`src/sv/poi_pkg.sv`:
```
// poi_pkg: shared widths, constants, microcode types and control store for the
// planar odometry integrator
// no dependencies; imported by poi_seq, planar_odometry_integrator and its bench
package poi_pkg;

    // field widths
    localparam int SPEED_W = 16;
    localparam int DT_W    = 16;
    localparam int POS_W   = 32;
    localparam int HEAD_W  = 16;

    // cordic
    localparam int CORDIC_STEPS = 16;
    localparam int ATAN_DEPTH   = 24;
    localparam int CORDIC_ITERS = (CORDIC_STEPS > ATAN_DEPTH) ? ATAN_DEPTH : CORDIC_STEPS;
    localparam int ITER_W       = $clog2(ATAN_DEPTH);
    localparam logic [ITER_W-1:0] ITER_LAST = ITER_W'(CORDIC_ITERS - 1);
    localparam int ANG_W = 32;
    localparam int CS_W  = 33;
    localparam logic signed [CS_W-1:0] GAIN_Q30 = CS_W'(652032874);

    // shared multiplier and accumulator
    localparam int MA_W   = 33;
    localparam int MB_W   = 17;
    localparam int PROD_W = MA_W + MB_W;
    localparam int PART_W = 33;
    localparam int LO_W   = 16;
    localparam int ACC_W  = 68;
    localparam logic signed [MA_W-1:0] RAD_TO_BAM = MA_W'(683565276);
    localparam int POS_SHIFT  = 42;
    localparam int HEAD_SHIFT = 44;
    localparam logic signed [ACC_W-1:0] POS_BIAS  = ACC_W'(64'd1 << (POS_SHIFT - 1));
    localparam logic signed [ACC_W-1:0] HEAD_BIAS = ACC_W'(64'd1 << (HEAD_SHIFT - 1));
    localparam int STEP_W = ACC_W - POS_SHIFT;

    typedef enum logic [1:0] {
        QUAD_0,
        QUAD_90,
        QUAD_180,
        QUAD_270
    } quad_t;

    typedef enum logic [3:0] {
        OP_NONE,
        OP_WAIT_IN,
        OP_CORDIC_ITER,
        OP_QROT,
        OP_BIAS_HEAD,
        OP_BIAS_POS,
        OP_UPD_X,
        OP_UPD_Y,
        OP_UPD_H,
        OP_OUT
    } op_t;

    typedef enum logic [2:0] {
        A_COS,
        A_SIN,
        A_FWD,
        A_LAT,
        A_YAW,
        A_RAD
    } a_sel_t;

    typedef enum logic [2:0] {
        B_DT,
        B_FD_HI,
        B_FD_LO,
        B_LD_HI,
        B_LD_LO,
        B_YD_HI,
        B_YD_LO
    } b_sel_t;

    typedef enum logic [2:0] {
        P_NONE,
        P_FD,
        P_LD,
        P_YD,
        P_ADD,
        P_ADD_SH,
        P_SUB,
        P_SUB_SH
    } p_op_t;

    typedef enum logic [1:0] {
        J_NEXT,
        J_HOLD_IN,
        J_LOOP,
        J_HOLD_OUT
    } jmp_t;

    localparam int PROG_LEN = 23;
    localparam int PC_W     = $clog2(PROG_LEN);
    localparam logic [PC_W-1:0] STEP_WAIT = '0;

    typedef struct packed {
        op_t              op;
        a_sel_t           a_sel;
        b_sel_t           b_sel;
        p_op_t            p_op;
        jmp_t             jmp;
        logic [PC_W-1:0]  target;
    } ctl_word_t;

    typedef struct packed {
        logic in_valid;
        logic out_free;
        logic iter_last;
    } seq_status_t;

    // control store: the product of one step is used by the p_op of the next
    localparam ctl_word_t PROGRAM [PROG_LEN] = '{
        '{OP_WAIT_IN,     A_FWD, B_DT,    P_NONE,   J_HOLD_IN,  STEP_WAIT},
        '{OP_NONE,        A_FWD, B_DT,    P_NONE,   J_NEXT,     STEP_WAIT},
        '{OP_NONE,        A_LAT, B_DT,    P_FD,     J_NEXT,     STEP_WAIT},
        '{OP_NONE,        A_YAW, B_DT,    P_LD,     J_NEXT,     STEP_WAIT},
        '{OP_BIAS_HEAD,   A_RAD, B_DT,    P_YD,     J_NEXT,     STEP_WAIT},
        '{OP_NONE,        A_RAD, B_YD_HI, P_NONE,   J_NEXT,     STEP_WAIT},
        '{OP_NONE,        A_RAD, B_YD_LO, P_ADD_SH, J_NEXT,     STEP_WAIT},
        '{OP_NONE,        A_RAD, B_DT,    P_ADD,    J_NEXT,     STEP_WAIT},
        '{OP_UPD_H,       A_RAD, B_DT,    P_NONE,   J_NEXT,     STEP_WAIT},
        '{OP_CORDIC_ITER, A_RAD, B_DT,    P_NONE,   J_LOOP,     STEP_WAIT},
        '{OP_QROT,        A_RAD, B_DT,    P_NONE,   J_NEXT,     STEP_WAIT},
        '{OP_BIAS_POS,    A_COS, B_FD_HI, P_NONE,   J_NEXT,     STEP_WAIT},
        '{OP_NONE,        A_COS, B_FD_LO, P_ADD_SH, J_NEXT,     STEP_WAIT},
        '{OP_NONE,        A_SIN, B_LD_HI, P_ADD,    J_NEXT,     STEP_WAIT},
        '{OP_NONE,        A_SIN, B_LD_LO, P_SUB_SH, J_NEXT,     STEP_WAIT},
        '{OP_NONE,        A_SIN, B_DT,    P_SUB,    J_NEXT,     STEP_WAIT},
        '{OP_UPD_X,       A_SIN, B_FD_HI, P_NONE,   J_NEXT,     STEP_WAIT},
        '{OP_NONE,        A_SIN, B_FD_LO, P_ADD_SH, J_NEXT,     STEP_WAIT},
        '{OP_NONE,        A_COS, B_LD_HI, P_ADD,    J_NEXT,     STEP_WAIT},
        '{OP_NONE,        A_COS, B_LD_LO, P_ADD_SH, J_NEXT,     STEP_WAIT},
        '{OP_NONE,        A_COS, B_DT,    P_ADD,    J_NEXT,     STEP_WAIT},
        '{OP_UPD_Y,       A_COS, B_DT,    P_NONE,   J_NEXT,     STEP_WAIT},
        '{OP_OUT,         A_COS, B_DT,    P_NONE,   J_HOLD_OUT, STEP_WAIT}
    };

    // arctangent of 2^-i, full turn = 2^32
    function automatic logic [ANG_W-1:0] atan_entry(input logic [ITER_W-1:0] idx);
        logic [ANG_W-1:0] v;
        begin
            v = '0;
            unique case (idx)
                5'd0:    v = 32'd536870912;
                5'd1:    v = 32'd316933406;
                5'd2:    v = 32'd167458907;
                5'd3:    v = 32'd85004756;
                5'd4:    v = 32'd42667331;
                5'd5:    v = 32'd21354465;
                5'd6:    v = 32'd10679838;
                5'd7:    v = 32'd5340245;
                5'd8:    v = 32'd2670163;
                5'd9:    v = 32'd1335087;
                5'd10:   v = 32'd667544;
                5'd11:   v = 32'd333772;
                5'd12:   v = 32'd166886;
                5'd13:   v = 32'd83443;
                5'd14:   v = 32'd41722;
                5'd15:   v = 32'd20861;
                5'd16:   v = 32'd10430;
                5'd17:   v = 32'd5215;
                5'd18:   v = 32'd2608;
                5'd19:   v = 32'd1304;
                5'd20:   v = 32'd652;
                5'd21:   v = 32'd326;
                5'd22:   v = 32'd163;
                5'd23:   v = 32'd81;
                default: v = '0;
            endcase
            return v;
        end
    endfunction

endpackage

```
`src/sv/poi_seq.sv`:
```
// poi_seq: microcode sequencer, step counter and control store read-out
// depends on poi_pkg
module poi_seq (
    input  logic                 clk,
    input  logic                 rst_n,
    input  poi_pkg::seq_status_t status,
    output poi_pkg::ctl_word_t   ctl
);
    import poi_pkg::*;

    logic [PC_W-1:0] pc_reg;
    logic [PC_W-1:0] pc_next;

    assign ctl = PROGRAM[pc_reg];

    always_comb
    begin
        pc_next = pc_reg;
        unique case (ctl.jmp)
            J_NEXT:
            begin
                pc_next = pc_reg + PC_W'(1);
            end
            J_HOLD_IN:
            begin
                if (status.in_valid)
                begin
                    pc_next = pc_reg + PC_W'(1);
                end
            end
            J_LOOP:
            begin
                if (status.iter_last)
                begin
                    pc_next = pc_reg + PC_W'(1);
                end
            end
            J_HOLD_OUT:
            begin
                if (status.out_free)
                begin
                    pc_next = ctl.target;
                end
            end
            default:
            begin
                pc_next = STEP_WAIT;
            end
        endcase
    end

    always_ff @(posedge clk or negedge rst_n)
    begin
        if (!rst_n)
        begin
            pc_reg <= STEP_WAIT;
        end
        else
        begin
            pc_reg <= pc_next;
        end
    end

endmodule

```
`src/sv/planar_odometry_integrator.sv`:
```
// planar_odometry_integrator: fixed-point planar dead-reckoning odometry with a
// microcoded datapath (iterative cordic, one shared multiplier, accumulator)
// depends on poi_pkg and poi_seq
//
//  channel | dir | handshake          | payload
//  --------+-----+--------------------+---------------------------------------------
//  s_*     | in  | s_tvalid/s_tready  | forward_speed, lateral_speed, yaw_rate, time_step
//  m_*     | out | m_tvalid/m_tready  | pos_x, pos_y, heading
//
// from its acceptance to its result being loaded, one item runs through the cordic loop
// (one iteration per cycle) and the single multiplier (one product per step); then the
// sequencer returns to its wait step for the next transaction
// reset clears the pose (x, y, heading) and the step counter
// a new transaction is taken while the previous result still sits in the output register;
// the sequencer holds at its first step for input and at its last step until out_free
module planar_odometry_integrator (
    input  logic        clk,
    input  logic        rst_n,
    input  logic        s_tvalid,
    output logic        s_tready,
    // [15:0] forward_speed, [31:16] lateral_speed, [47:32] yaw_rate, [63:48] time_step
    input  logic [63:0] s_tdata,
    output logic        m_tvalid,
    input  logic        m_tready,
    // [31:0] pos_x, [63:32] pos_y, [79:64] heading
    output logic [79:0] m_tdata
);
    import poi_pkg::*;

    ctl_word_t   ctl;
    seq_status_t status;

    // pose state
    logic signed [POS_W-1:0]  x_reg, x_next;
    logic signed [POS_W-1:0]  y_reg, y_next;
    logic        [HEAD_W-1:0] h_reg, h_next;

    // latched transaction
    logic signed [SPEED_W-1:0] fwd_reg, lat_reg, yaw_reg;
    logic        [DT_W-1:0]    dt_reg;

    // cordic: cx/cy end up holding cos/sin of the old heading
    logic signed [CS_W-1:0]   cx_reg, cx_next;
    logic signed [CS_W-1:0]   cy_reg, cy_next;
    logic signed [ANG_W-1:0]  z_reg, z_next;
    quad_t                    quad_reg, quad_next;
    logic        [ITER_W-1:0] iter_reg, iter_next;

    // speed * time step partial results
    logic signed [PART_W-1:0] fd_reg, fd_next;
    logic signed [PART_W-1:0] ld_reg, ld_next;
    logic signed [PART_W-1:0] yd_reg, yd_next;

    // shared multiplier and accumulator
    logic signed [MA_W-1:0]   mul_a;
    logic signed [MB_W-1:0]   mul_b;
    logic signed [PROD_W-1:0] prod_reg, prod_next;
    logic signed [ACC_W-1:0]  acc_reg, acc_next;

    // output register
    logic        out_valid_reg, out_valid_next;
    logic [79:0] out_data_reg, out_data_next;

    logic accept;
    logic out_free;

    // cordic helpers
    logic        [HEAD_W-1:0]  h_round;
    quad_t                     quad_init;
    logic        [HEAD_W-1:0]  resid;
    logic signed [CS_W-1:0]    xs, ys;
    logic signed [ANG_W-1:0]   at;

    // position update helpers
    logic signed [STEP_W-1:0]  pos_step;
    logic signed [POS_W:0]     pos_sum_x, pos_sum_y;
    logic signed [POS_W-1:0]   x_sat, y_sat;

    assign s_tready = (ctl.op == OP_WAIT_IN);
    assign accept   = s_tvalid && s_tready;
    assign out_free = !out_valid_reg || m_tready;
    assign m_tvalid = out_valid_reg;
    assign m_tdata  = out_data_reg;

    assign status.in_valid  = s_tvalid;
    assign status.out_free  = out_free;
    assign status.iter_last = (iter_reg == ITER_LAST);

    poi_seq u_seq (
        .clk    (clk),
        .rst_n  (rst_n),
        .status (status),
        .ctl    (ctl)
    );

    // quarter-turn reduction: nearest multiple of 90 degrees, residual in [-45, 45)
    assign h_round   = h_reg + 16'h2000;
    assign quad_init = quad_t'(h_round[HEAD_W-1:HEAD_W-2]);
    assign resid     = h_reg - {h_round[HEAD_W-1:HEAD_W-2], {(HEAD_W-2){1'b0}}};

    assign xs = cx_reg >>> iter_reg;
    assign ys = cy_reg >>> iter_reg;
    assign at = signed'(atan_entry(iter_reg));

    // rounded step (bias already in the accumulator), then saturating add
    assign pos_step  = acc_reg[ACC_W-1:POS_SHIFT];
    assign pos_sum_x = (POS_W+1)'(x_reg) + (POS_W+1)'(pos_step);
    assign pos_sum_y = (POS_W+1)'(y_reg) + (POS_W+1)'(pos_step);

    always_comb
    begin
        x_sat = pos_sum_x[POS_W-1:0];
        if (pos_sum_x[POS_W] != pos_sum_x[POS_W-1])
        begin
            x_sat = pos_sum_x[POS_W] ? {1'b1, {(POS_W-1){1'b0}}} : {1'b0, {(POS_W-1){1'b1}}};
        end
        y_sat = pos_sum_y[POS_W-1:0];
        if (pos_sum_y[POS_W] != pos_sum_y[POS_W-1])
        begin
            y_sat = pos_sum_y[POS_W] ? {1'b1, {(POS_W-1){1'b0}}} : {1'b0, {(POS_W-1){1'b1}}};
        end
    end

    // multiplier operand selection
    always_comb
    begin
        case (ctl.a_sel)
            A_COS:   mul_a = cx_reg;
            A_SIN:   mul_a = cy_reg;
            A_FWD:   mul_a = MA_W'(fwd_reg);
            A_LAT:   mul_a = MA_W'(lat_reg);
            A_YAW:   mul_a = MA_W'(yaw_reg);
            A_RAD:   mul_a = RAD_TO_BAM;
            default: mul_a = '0;
        endcase
        case (ctl.b_sel)
            B_DT:    mul_b = {1'b0, dt_reg};
            B_FD_HI: mul_b = fd_reg[PART_W-1:LO_W];
            B_FD_LO: mul_b = {1'b0, fd_reg[LO_W-1:0]};
            B_LD_HI: mul_b = ld_reg[PART_W-1:LO_W];
            B_LD_LO: mul_b = {1'b0, ld_reg[LO_W-1:0]};
            B_YD_HI: mul_b = yd_reg[PART_W-1:LO_W];
            B_YD_LO: mul_b = {1'b0, yd_reg[LO_W-1:0]};
            default: mul_b = '0;
        endcase
        prod_next = mul_a * mul_b;
    end

    // datapath next values
    always_comb
    begin
        x_next         = x_reg;
        y_next         = y_reg;
        h_next         = h_reg;
        cx_next        = cx_reg;
        cy_next        = cy_reg;
        z_next         = z_reg;
        quad_next      = quad_reg;
        iter_next      = iter_reg;
        fd_next        = fd_reg;
        ld_next        = ld_reg;
        yd_next        = yd_reg;
        acc_next       = acc_reg;
        out_valid_next = out_valid_reg && !m_tready;
        out_data_next  = out_data_reg;

        // product of the previous step
        case (ctl.p_op)
            P_FD:     fd_next  = prod_reg[PART_W-1:0];
            P_LD:     ld_next  = prod_reg[PART_W-1:0];
            P_YD:     yd_next  = prod_reg[PART_W-1:0];
            P_ADD:    acc_next = acc_reg + ACC_W'(prod_reg);
            P_ADD_SH: acc_next = acc_reg + (ACC_W'(prod_reg) <<< LO_W);
            P_SUB:    acc_next = acc_reg - ACC_W'(prod_reg);
            P_SUB_SH: acc_next = acc_reg - (ACC_W'(prod_reg) <<< LO_W);
            default:  ;
        endcase

        unique case (ctl.op)
            OP_WAIT_IN:
            begin
                if (accept)
                begin
                    cx_next   = GAIN_Q30;
                    cy_next   = '0;
                    z_next    = {resid, {(ANG_W-HEAD_W){1'b0}}};
                    quad_next = quad_init;
                    iter_next = '0;
                end
            end
            OP_CORDIC_ITER:
            begin
                if (!z_reg[ANG_W-1])
                begin
                    cx_next = cx_reg - ys;
                    cy_next = cy_reg + xs;
                    z_next  = z_reg - at;
                end
                else
                begin
                    cx_next = cx_reg + ys;
                    cy_next = cy_reg - xs;
                    z_next  = z_reg + at;
                end
                iter_next = iter_reg + ITER_W'(1);
            end
            OP_QROT:
            begin
                unique case (quad_reg)
                    QUAD_90:
                    begin
                        cx_next = -cy_reg;
                        cy_next = cx_reg;
                    end
                    QUAD_180:
                    begin
                        cx_next = -cx_reg;
                        cy_next = -cy_reg;
                    end
                    QUAD_270:
                    begin
                        cx_next = cy_reg;
                        cy_next = -cx_reg;
                    end
                    default: ;
                endcase
            end
            OP_BIAS_HEAD:
            begin
                acc_next = HEAD_BIAS;
            end
            OP_BIAS_POS:
            begin
                acc_next = POS_BIAS;
            end
            OP_UPD_X:
            begin
                x_next   = x_sat;
                acc_next = POS_BIAS;
            end
            OP_UPD_Y:
            begin
                y_next = y_sat;
            end
            OP_UPD_H:
            begin
                h_next = h_reg + acc_reg[HEAD_SHIFT+HEAD_W-1:HEAD_SHIFT];
            end
            OP_OUT:
            begin
                if (out_free)
                begin
                    out_valid_next = 1'b1;
                    out_data_next  = {h_reg, y_reg, x_reg};
                end
            end
            default: ;
        endcase
    end

    // control and pose state
    always_ff @(posedge clk or negedge rst_n)
    begin
        if (!rst_n)
        begin
            x_reg         <= '0;
            y_reg         <= '0;
            h_reg         <= '0;
            out_valid_reg <= 1'b0;
            iter_reg      <= '0;
        end
        else
        begin
            x_reg         <= x_next;
            y_reg         <= y_next;
            h_reg         <= h_next;
            out_valid_reg <= out_valid_next;
            iter_reg      <= iter_next;
        end
    end

    // payload and working registers
    always_ff @(posedge clk)
    begin
        if (accept)
        begin
            fwd_reg <= s_tdata[15:0];
            lat_reg <= s_tdata[31:16];
            yaw_reg <= s_tdata[47:32];
            dt_reg  <= s_tdata[63:48];
        end
        cx_reg       <= cx_next;
        cy_reg       <= cy_next;
        z_reg        <= z_next;
        quad_reg     <= quad_next;
        fd_reg       <= fd_next;
        ld_reg       <= ld_next;
        yd_reg       <= yd_next;
        prod_reg     <= prod_next;
        acc_reg      <= acc_next;
        out_data_reg <= out_data_next;
    end

endmodule

```
`config.mk`:
```
export PLATFORM = sky130hd
export DESIGN_NAME = planar_odometry_integrator
export DESIGN_NICKNAME = d
export VERILOG_FILES = /design/src/sv/poi_pkg.sv /design/src/sv/poi_seq.sv /design/src/sv/planar_odometry_integrator.sv
export SDC_FILE = /design/constraint.sdc
export NUM_CORES = 2
export LEC_CHECK = 0
export ABC_AREA = 1
export BUFFER_PORTS_ARGS = -buffer_cell sky130_fd_sc_hd__buf_2
export CAP_MARGIN = 5
export CORE_UTILIZATION = 45
export CTS_BUF_LIST = sky130_fd_sc_hd__clkbuf_2 sky130_fd_sc_hd__clkbuf_4 sky130_fd_sc_hd__clkbuf_8
export DETAILED_ROUTE_END_ITERATION = 10
export PLACE_DENSITY = 0.71
export SYNTH_ARGS = -nofsm -noshare
export SYNTH_HDL_FRONTEND = slang
export SYNTH_HIERARCHICAL = 1
export SYNTH_SLANG_ARGS = --single-unit
```
`constraint.sdc`:
```
create_clock -name clk -period 15.9 [get_ports clk]
set_clock_uncertainty 0.2 [all_clocks]
set_input_delay 3.975 -clock clk [delete_from_list [all_inputs] [get_ports clk]]
set_output_delay 3.975 -clock clk [all_outputs]
set_load 0.01 [all_outputs]
```
; Word-level counts from Yosys, hierarchy flattened
; Memories as Yosys holds them, arrays and structs flattened.
; Cells that the tools add are included.
; W data, S select, Z words.
[word_totals]
word_cells = 133
romBits = 1600
input_bits = 68
mem_count = 2
out_inout_bits = 82
reg_bits = 552
[memory_table]
columns = name, depth, width, rd, rd_ports_with_merged_regs, wr, line_no
row1 = (no name shown), 32, 30, 1, 0, 0, poi_pkg.sv:144  ; unique case (idx)
row2 = (no name shown), 32, 20, 1, 0, 0, poi_seq.sv:14  ; assign ctl = PROGRAM[pc_reg];
[op_classes]
n_shift = 2
bitwise_logic = 1
n_mux = 29
n_eq_ne = 41
magnitude_cmp = 1
reduce_logical = 17
n_mul = 1
n_addsub = 19
[ops]
columns = cell, n
row1 = $pmux W33 S3, 4
row2 = $pmux W68 S4, 1
row3 = $pmux W33 S6, 1
row4 = $mux W32, 6
row5 = $pmux W68 S2, 1
row6 = $mux W33, 4
row7 = $pmux W17 S7, 1
row8 = $add A68 B50 Y68, 1
row9 = $add A68 B66 Y68, 1
row10 = $sub A68 B50 Y68, 1
row11 = $sub A68 B66 Y68, 1
row12 = $add A32 B26 Y33, 2
row13 = $add A33 B33 Y33, 2
row14 = $neg A33 Y33, 2
row15 = $sshr A33 B5 Y33, 2
row16 = $sub A33 B33 Y33, 2
row17 = $pmux W32 S2, 1
row18 = $mul A33 B17 Y50, 1
row19 = $mux W20, 2
row20 = $add A32 B32 Y32, 1
row21 = $sub A32 B32 Y32, 1
row22 = $eq A3 B3 Y1 const B, 9
row23 = $mux W5, 4
row24 = $pmux W5 S4, 1
row25 = 32 further kinds, 59

; Logic depth before layout (Yosys ltp)
[logic_depth]
word_depth = 8
ltp_mapped = 47
ltp_nobuf = 44

; Hierarchy
; Netlist, hierarchy kept.
[by_module_without_submodules]
columns = module, area_per_inst_um2, seq_area_each_um2, cells_each, n_inst
row1 = planar_odometry_integrator, 67403.4, 15494.9, 9183, 1
row2 = poi_seq, 758.2, 125.1, 117, 1

; Worst setup path before layout
; OpenSTA, ideal clock, no wires.
[synth_timing]
kind = input to register
startpoint = input port s_tvalid
endpoint = register cx_reg[0], enable pin
n_path_buf = 0
setup_ns = 0.841
cell_stages = 2
arrival_ns = 14.319
required_ns = 14.859
setup_slack_ns = 0.539
path_cell_list = inv_1 a2111oi_0
[synth_between]
elab_chain_len = 3
[synth_rtl]
columns = item, line_no
row1 = "start, declared", planar_odometry_integrator.sv:19  ; input logic s_tvalid,
row2 = $logic_and A1 B1 Y1, planar_odometry_integrator.sv:80  ; assign accept = s_tvalid && s_tready;
row3 = $ne A2 B1 Y1 (no line), --
row4 = $reduce_and A3 Y1 (no line), --
row5 = "end signal, assigned", planar_odometry_integrator.sv:292  ; cx_reg <= cx_next;
row6 = "end, declared", planar_odometry_integrator.sv:43  ; logic signed [CS_W-1:0] cx_reg, cx_next;
; Every way passes these cells.
; A chain may end at the register's enable or synchronous reset.

==> results.sh <==
export IMPL_area_growth_pct=7.73
export IMPL_final_max_slew_viol_count=0
export IMPL_cp_slowest_cell="nor4_2"
export IMPL_rows=142
export IMPL_setup_worst_path_class="flop to flop"
export IMPL_drt_wirelength_per_cell_um=22.7
export IMPL_worstSetupStartpointType="flop"
export IMPL_final_antenna_net_count=0
export IMPL_fin_hold_ws_ps=287
export IMPL_unrepaired_setup_endpoints_after_global_routing="false"
export IMPL_first_iter_violations=6521
export IMPL_number_of_endpoints_failing_setup_at_the_final_stage=0
export IMPL_worstReg2RegStart="u_seq/pc_reg[2]$_DFFE_PN0P_"
export IMPL_timing_hold_worst_start="x_reg[27]$_DFFE_PN0P_"
export IMPL_worstSetupEndpointType="flop"
export IMPL_pin_count=150
export IMPL_cap_viol_max_count=0
export IMPL_fin_setup_tns_ps=0
export IMPL_core_area_um2=150000
export IMPL_drtPass1Iterations=9
export IMPL_worstPathRequired_ps=16440
export IMPL_gp_routability_congestion=1.03
export IMPL_cp_arrival_ps=11570
export IMPL_finalWirelength_um=260000
export IMPL_cell_count_after_synthesis=9291
export IMPL_dp_hpwl_um=207000
export IMPL_cts_repair_resize_count=0
export IMPL_min_period_over_period=0.694
export IMPL_timing_final_crit_period_ps=11030
export IMPL_total_area_of_multi_input_combinational_cells_um2=45500
export IMPL_dieHeight_um=391
export IMPL_port_buffers=149
export IMPL_die_area_um2=153000
export IMPL_timing_reg2reg_setup_slack_ps=4870
export IMPL_antenna_found_initial=13
export IMPL_clkSlewWorstSetupHoldPaths_ps=70
export IMPL_global_route_overflow_total=0
export IMPL_cts_root_buffer_cell="clkbuf_8"
export IMPL_status="completed"
export IMPL_start_point_of_the_critical_path="u_seq/pc_reg[2]$_DFFE_PN0P_"
export IMPL_grt_start_max_net_pins=95
export IMPL_min_delay_path_class="flop to flop"
export IMPL_area_sequential_um2=15600
export IMPL_grt_pass1_vias=64066
export IMPL_worst_slew_pin_transition_ps=1430
export IMPL_timing_max_slew_rel_slack=0.0385
export IMPL_num_nets_final=10417
export IMPL_synth_area_um2=68100
export IMPL_worstSetupEndpoint="prod_reg[44]$_DFF_P_"
export IMPL_synth_warnings=6
export IMPL_final_hold_violation_count=0
export IMPL_synth_area_per_cell_um2=7.33
export IMPL_clock_sinks=552
export IMPL_filler_cell_count=15131
export IMPL_initial_utilization=0.454
export IMPL_grt_first_pass_wirelength_um=390000
export IMPL_number_of_remaining_drc_errors=0
export IMPL_tritoncts_num_buffers=101
export IMPL_via_per_inst=5.71
export IMPL_final_layout_size_suffix_gt1_frac=0.0625
export IMPL_synth_fp_nets=10334
export IMPL_die_w_um=391
export IMPL_reg_to_reg_endpoint="prod_reg[44]$_DFF_P_"
export IMPL_via_count=65567
export IMPL_largest_register_ffs=80
export IMPL_clock_path_buffers=3
export IMPL_clock_insertion_delay_worst_skew_ps=880
export IMPL_timing_reg2reg_worst_path_depth=32
export IMPL_global_route_usage_total=0.336
export IMPL_post_cts_repair_setup_buffers=0
export IMPL_timing_critical_path_slowest_cell_delay_ps=1190
export IMPL_path_max_fanout=32
export IMPL_achievable_frequency_mhz=90.7
export IMPL_clock_tree_htree_level_count=3
export IMPL_cts_hold_buffers_added=0
export IMPL_cts_tree="yes"
==> how the worst min path moves through the flow <==
stage / depth (start not counted) / end
floorplan: 0 / fd_reg[1]$_DFFE_PN_
global placement: 0 / m_tdata[6]$_DFFE_PP_
detailed placement: 0 / m_tdata[5]$_DFFE_PP_
CTS: 0 / m_tdata[5]$_DFFE_PP_
finish: 0 / m_tdata[27]$_DFFE_PP_
global route: 0 / m_tdata[6]$_DFFE_PP_
==> layout make-up <==
type | instances | share of cell area
diodes | 5 | 0.000171
clock buffers | 127 | 0.0220
clock inverters | 59 | 0.00813
inverters | 1588 | 0.0813
multi-input cells | 6871 | 0.620
flip-flops and latches | 552 | 0.213
well taps | 2016 | 0.0344
repair buffers | 260 | 0.0216
==> per-stage QoR <==
stage / worst slack (ps) / instance area [µm²] / instances / utilization
3_5_place_dp: 5170 / 71100 / 11287 / 0.474
6_report: 4870 / 73400 / 11478 / 0.489
2_1_floorplan: 539 / 68100 / 9291 / -
5_1_grt: 4330 / 73400 / 11475 / 0.489
4_1_cts: 5090 / 73400 / 11473 / 0.489
3_3_place_gp: 5330 / 71100 / 11287 / 0.474
==> worst max-delay path, delay by kind of cell (launching register included) <==
kind            cells  cell delay, ps
fa+ha+maj           8            3560
simple gates       10            2700
buf+inv             8            1930
compound gates      5            1540
flops               1             750
xor+xnor            1             180
==> placed cells by master, fill, tap and decap left out, types with 21 or more instances in the layout <==
cell       count
clkbuf_4      21
nor2_1       891
o21a_1        34
a22o_1        31
buf_2        148
nor4_1        45
dfrtp_1       88
a22oi_1       25
nand4_1       65
nand2_1     2037
ha_1         431
fa_1         544
or2_2         38
o22ai_1       39
inv_1       1551
xor2_1       235
a21o_1        37
nand3_1      575
nor3_1        90
dfxtp_1       50
o221ai_1      28
edfxtp_1     411
o2111ai_1     25
o21ai_0      547
o21ai_1       27
a31oi_1       76
a21oi_1      642
clkinv_1      39
clkbuf_8     106
o21bai_1      42
buf_4        112
o211ai_1      46
xnor2_1      112
==> per-layer routing <==
metal  up-vias  global-route usage  part of all wire
met2      2972               0.551              0.46
met4        10               0.146             0.049
met3       627              0.0580             0.086
met1     31549               0.435              0.40
met5         -                   0           0.00028
li1      30409                   -                 -
Power is not shown: default switching activity piles up to over one toggle a cycle in this logic, so the estimate is an artifact.
